File: config.mk
export PLATFORM = sky130hd
export DESIGN_NAME = kmuf_csr
export DESIGN_NICKNAME = d
export VERILOG_FILES = /design/src/rtl/kmuf_pkg.sv /design/src/rtl/kmuf_csr.sv
export SDC_FILE = /design/constraint.sdc
export NUM_CORES = 1
export LEC_CHECK = 0
export BUFFER_PORTS_ARGS = -buffer_cell sky130_fd_sc_hd__clkbuf_2
export CAP_MARGIN = 10
export CORE_ASPECT_RATIO = 0.7
export CORE_UTILIZATION = 31
export DETAILED_ROUTE_END_ITERATION = 12
export PLACE_DENSITY = 0.74
export SKIP_CTS_REPAIR_TIMING = 1
export SYNTH_ARGS = -nofsm -noshare
export SYNTH_HDL_FRONTEND = slang
export SYNTH_SLANG_ARGS = --single-unit
File: constraint.sdc
create_clock -name clock -period 1 [get_ports clock]
set_clock_uncertainty 0.05 [all_clocks]
set_input_delay 0.15 -clock clock [delete_from_list [all_inputs] [get_ports clock]]
set_output_delay 0.15 -clock clock [all_outputs]
set_load 0.02 [all_outputs]
File: src/rtl/kmuf_pkg.sv
// kmuf_pkg: shared constants and types of the kruskal union-find core
// no dependencies; imported by every module of the core but kmuf_ram

package kmuf_pkg;

   localparam int MAX_VERTICES = 1024;
   localparam int ADDR_BITS    = $clog2(MAX_VERTICES);
   localparam int VERTEX_BITS  = 11;
   localparam int SIZE_BITS    = 11;
   localparam int WEIGHT_BITS  = 16;
   localparam int TOTAL_BITS   = 26;
   localparam int COUNT_BITS   = 10;

   localparam logic [VERTEX_BITS-1:0] VERTEX_LIMIT = VERTEX_BITS'(MAX_VERTICES);
   localparam logic [TOTAL_BITS-1:0]  TOTAL_MAX    = {TOTAL_BITS{1'b1}};
   localparam logic [COUNT_BITS-1:0]  COUNT_MAX    = {COUNT_BITS{1'b1}};

   // register byte addresses
   localparam logic [2:0] REG_VERTEX_COUNT = 3'd0;

   typedef struct packed {
      logic [VERTEX_BITS-1:0] vertex_a;
      logic [VERTEX_BITS-1:0] vertex_b;
      logic [WEIGHT_BITS-1:0] weight;
      logic                   last_edge;
   } edge_type;

   typedef struct packed {
      logic                  accepted;
      logic [TOTAL_BITS-1:0] total_weight;
      logic [COUNT_BITS-1:0] edges_taken;
      logic                  bad_vertex;
      logic                  graph_done;
   } result_type;

endpackage

File: src/rtl/kmuf_csr.sv
// kmuf_csr: apb register file holding vertex_count, clamps it for the range check
// depends on kmuf_pkg

module kmuf_csr
   import kmuf_pkg::*;
(
   input  logic                   clock,
   input  logic                   reset,
   input  logic                   csr_psel,
   input  logic                   csr_penable,
   input  logic                   csr_pwrite,
   input  logic [2:0]             csr_paddr,
   input  logic [31:0]            csr_pwdata,
   output logic [31:0]            csr_prdata,
   output logic [VERTEX_BITS-1:0] limit
);

   logic [VERTEX_BITS-1:0] vertex_count_ff;
   logic [VERTEX_BITS-1:0] vertex_count_in;
   logic                   wr_hit;

   assign wr_hit = csr_psel && csr_penable && csr_pwrite && (csr_paddr == REG_VERTEX_COUNT);

   always_comb begin
      vertex_count_in = vertex_count_ff;
      if (wr_hit) begin
         vertex_count_in = csr_pwdata[VERTEX_BITS-1:0];
      end
   end

   always_ff @(posedge clock) begin
      if (reset) begin
         vertex_count_ff <= VERTEX_LIMIT;
      end else begin
         vertex_count_ff <= vertex_count_in;
      end
   end

   always_comb begin
      csr_prdata = '0;
      if (csr_paddr == REG_VERTEX_COUNT) begin
         csr_prdata = {{(32-VERTEX_BITS){1'b0}}, vertex_count_ff};
      end
   end

   // counts above the store depth behave as the full depth
   assign limit = (vertex_count_ff > VERTEX_LIMIT) ? VERTEX_LIMIT : vertex_count_ff;

endmodule

==> results_dict.tcl <==
set metrics [dict create \
    status "finished with violations" \
    violations "negative setup slack" \
    path_class "flop to output port" \
    max_freq_mhz 865 \
    final_common_cell "conb_1" \
    antenna_left 0 \
    portBuffers 40 \
    fin_nets 177 \
    via_count 673 \
    cts_tree "done" \
    grt_pass1_wl_mm 2.42 \
    die_w_um 63.4 \
    ios 83 \
    coreArea_mm2 0.00248 \
    drive_gt1_frac 0.471 \
    ff2ff_path_depth 3 \
    netlist.area_leader.share 0.270 \
    largest_register_ffs 11 \
    cp.required_ns 0.80 \
    cp-end-kind "output port" \
    p_int_uw 786 \
    syn_inst 95 \
    initial_utilization 0.330 \
    syn_area_per_cell_um2 8.60 \
    reg2reg_slack_ns 0.20 \
    fin_cells 170 \
    die-area_mm2 0.00285 \
    post_drt_wl_per_cell_um 10.1 \
    slew_violations 0 \
    fin_crit_ns 1.16 \
    cts_sinks 11 \
    core.rowCount 15 \
    cp_top_family "flip-flops" \
    clkPwrFrac 0.417 \
    rsz0062_at_grt "true" \
    hold_viol 0 \
    crit_path_start "vertex_count_ff[10]$_SDFFE_PP1P_" \
    synthDistinctLibCells 13 \
    tns_ns -2.49 \
    synth_warnings 0 \
    areaGrowthSynthToFinish_pct 44.7 \
    max-cap-violations 0 \
    ys_ff_latch 11 \
    synth_area_leader_cell "dfxtp_1" \
    fin_crit_sh 1.16 \
    grt_start_max_net_pins 23 \
    reg2reg_to "vertex_count_ff[10]$_SDFFE_PP1P_" \
    clock_latency_ns 0.23 \
    routed_wirelength_mm 1.72 \
    seqPwrFrac 0.415 \
    swShare 0.265 \
    cp_max_fo 8 \
    slowest_delay_ns 0.32 \
    place_congestion 0.598 \
    path_cells "buf_6 > nor2b_2 > buf_6" \
    overflow 0 \
    yosysSeqAreaShare 0.270 \
    cp-start-kind "flop" \
    comb_power_share 0.167 \
    grt_usage 0.117 \
    cts-root-buf "clkbuf_8" \
    peakVddDrop_mv 0.573 \
    fin_ws_ns -0.156 \
    die_y_um 45.0 \
    synth_area_um2 817 \
    clockBufferDepth 2 \
    largest_registers "vertex_count_ff (11)" \
    leakagePower_nw 0.525 \
    numCtsBuffers 3 \
    final_cell_mix "21 x conb_1, 20 x nand2b_1, 18 x buf_6" \
    worstHoldPathType "input port to flop" \
    antenna_cells 0 \
    viasPerCell 3.96 \
    p_per_area_mw_per_mm2 905 \
    cp_slowest_cell "dfxtp_2" \
    clk_pin_slew_ns 0.05 \
    grt_pass1_vias 542 \
    worst-path-buf-inv 2 \
    drtIter0Drc 10 \
    r2r_start "vertex_count_ff[10]$_SDFFE_PP1P_" \
    top_register "vertex_count_ff" \
    antenna_found_initial 0 \
    setup_viol 22 \
    fillCellCount 244 \
    crit_path_end "limit[9]" \
    dp_hpwl_mm 1.24 \
    dr.pass1.iters 4 \
    synth_area_leaders "dfxtp_1 27%, buf_4 19%, nand2b_1 15%" \
    htreeDepth 1 \
    placedCellCount 165 \
    crit_top_cell "buf_6" \
    cp_num_cells 3 \
    p_sw_uw 284 \
    cp_data_arrival_time_ns 0.96 \
    drc 0 \
]
-- power by group through the flow --
stage                     Sequential (mW)  Combinational [mW]  Clock (mW)
after floorplan                     0.453               0.179           0
after global placement              0.453               0.161           0
after detailed placement            0.453               0.165           0
after CTS                           0.444               0.165       0.472
after global routing                0.444               0.194       0.491
final                               0.444               0.179       0.447
-- final cells by class --
type	instances	area, um^2	area share
Multi-Input combinational cell	77	520	0.440
Clock buffer	4	45.0	0.0381
Sequential cell	11	221	0.187
Timing Repair Buffer	44	353	0.298
Tap cell	34	42.5	0.0360
-- Yosys cell counts (all sizes together) --
library cell,n
buf,22
nand2b,20
and2,11
dfxtp,11
mux2i,11
nor2b,10
clkbuf,5
nor2,2
and4,1
conb,1
nor3,1
-- metal layers --
layer	track usage	up-vias	wire length [um]
li1	-	333	-
met1	0.123	309	725
met2	0.213	31	855
met3	0.0505	0	137
met4	0.0409	0	0
met5	0	-	0
-- kinds of logic after synthesis --
logic type / synth area share
other: 0.00459
multiplexers: 0.135
buffers and inverters: 0.240
flip-flops: 0.270
AND/OR/NAND/NOR: 0.351
-- through the flow --
stage                     instance area (um^2)  hold WS (ns)  utilization  power (mW)  setup slack, ns
after floorplan                            900         0.255            -       0.632          0.00306
after global placement                     967         0.347        0.390       0.614           -0.140
after detailed placement                   967         0.356        0.390       0.618           -0.179
after CTS                                 1010         0.100        0.409        1.08           -0.209
after global routing                      1180         0.107        0.477        1.13           -0.199
final                                     1180         0.103        0.477        1.07           -0.156
-- worst min path at each step --
stage | cells past startpoint | start | slack (ns) | endpoint
4_1_cts | 3 | csr_pwdata[4] | 0.10 | vertex_count_ff[4]$_SDFFE_PP0P_
5_1_grt | 3 | csr_pwdata[4] | 0.11 | vertex_count_ff[4]$_SDFFE_PP0P_
3_3_place_gp | 3 | csr_pwdata[7] | 0.35 | vertex_count_ff[7]$_SDFFE_PP0P_
3_5_place_dp | 3 | csr_pwdata[4] | 0.36 | vertex_count_ff[4]$_SDFFE_PP0P_
2_1_floorplan | 2 | csr_pwdata[5] | 0.25 | vertex_count_ff[5]$_SDFFE_PP0P_
6_report | 3 | csr_pwdata[4] | 0.10 | vertex_count_ff[4]$_SDFFE_PP0P_
-- worst reg2reg max path, stage by stage, from the launching register on --
cell and delay (ns):
dfxtp_2 0.32, buf_6 0.13, nor2_1 0.09, mux2i_1 0.07
(Power assumes the default switching activity.)
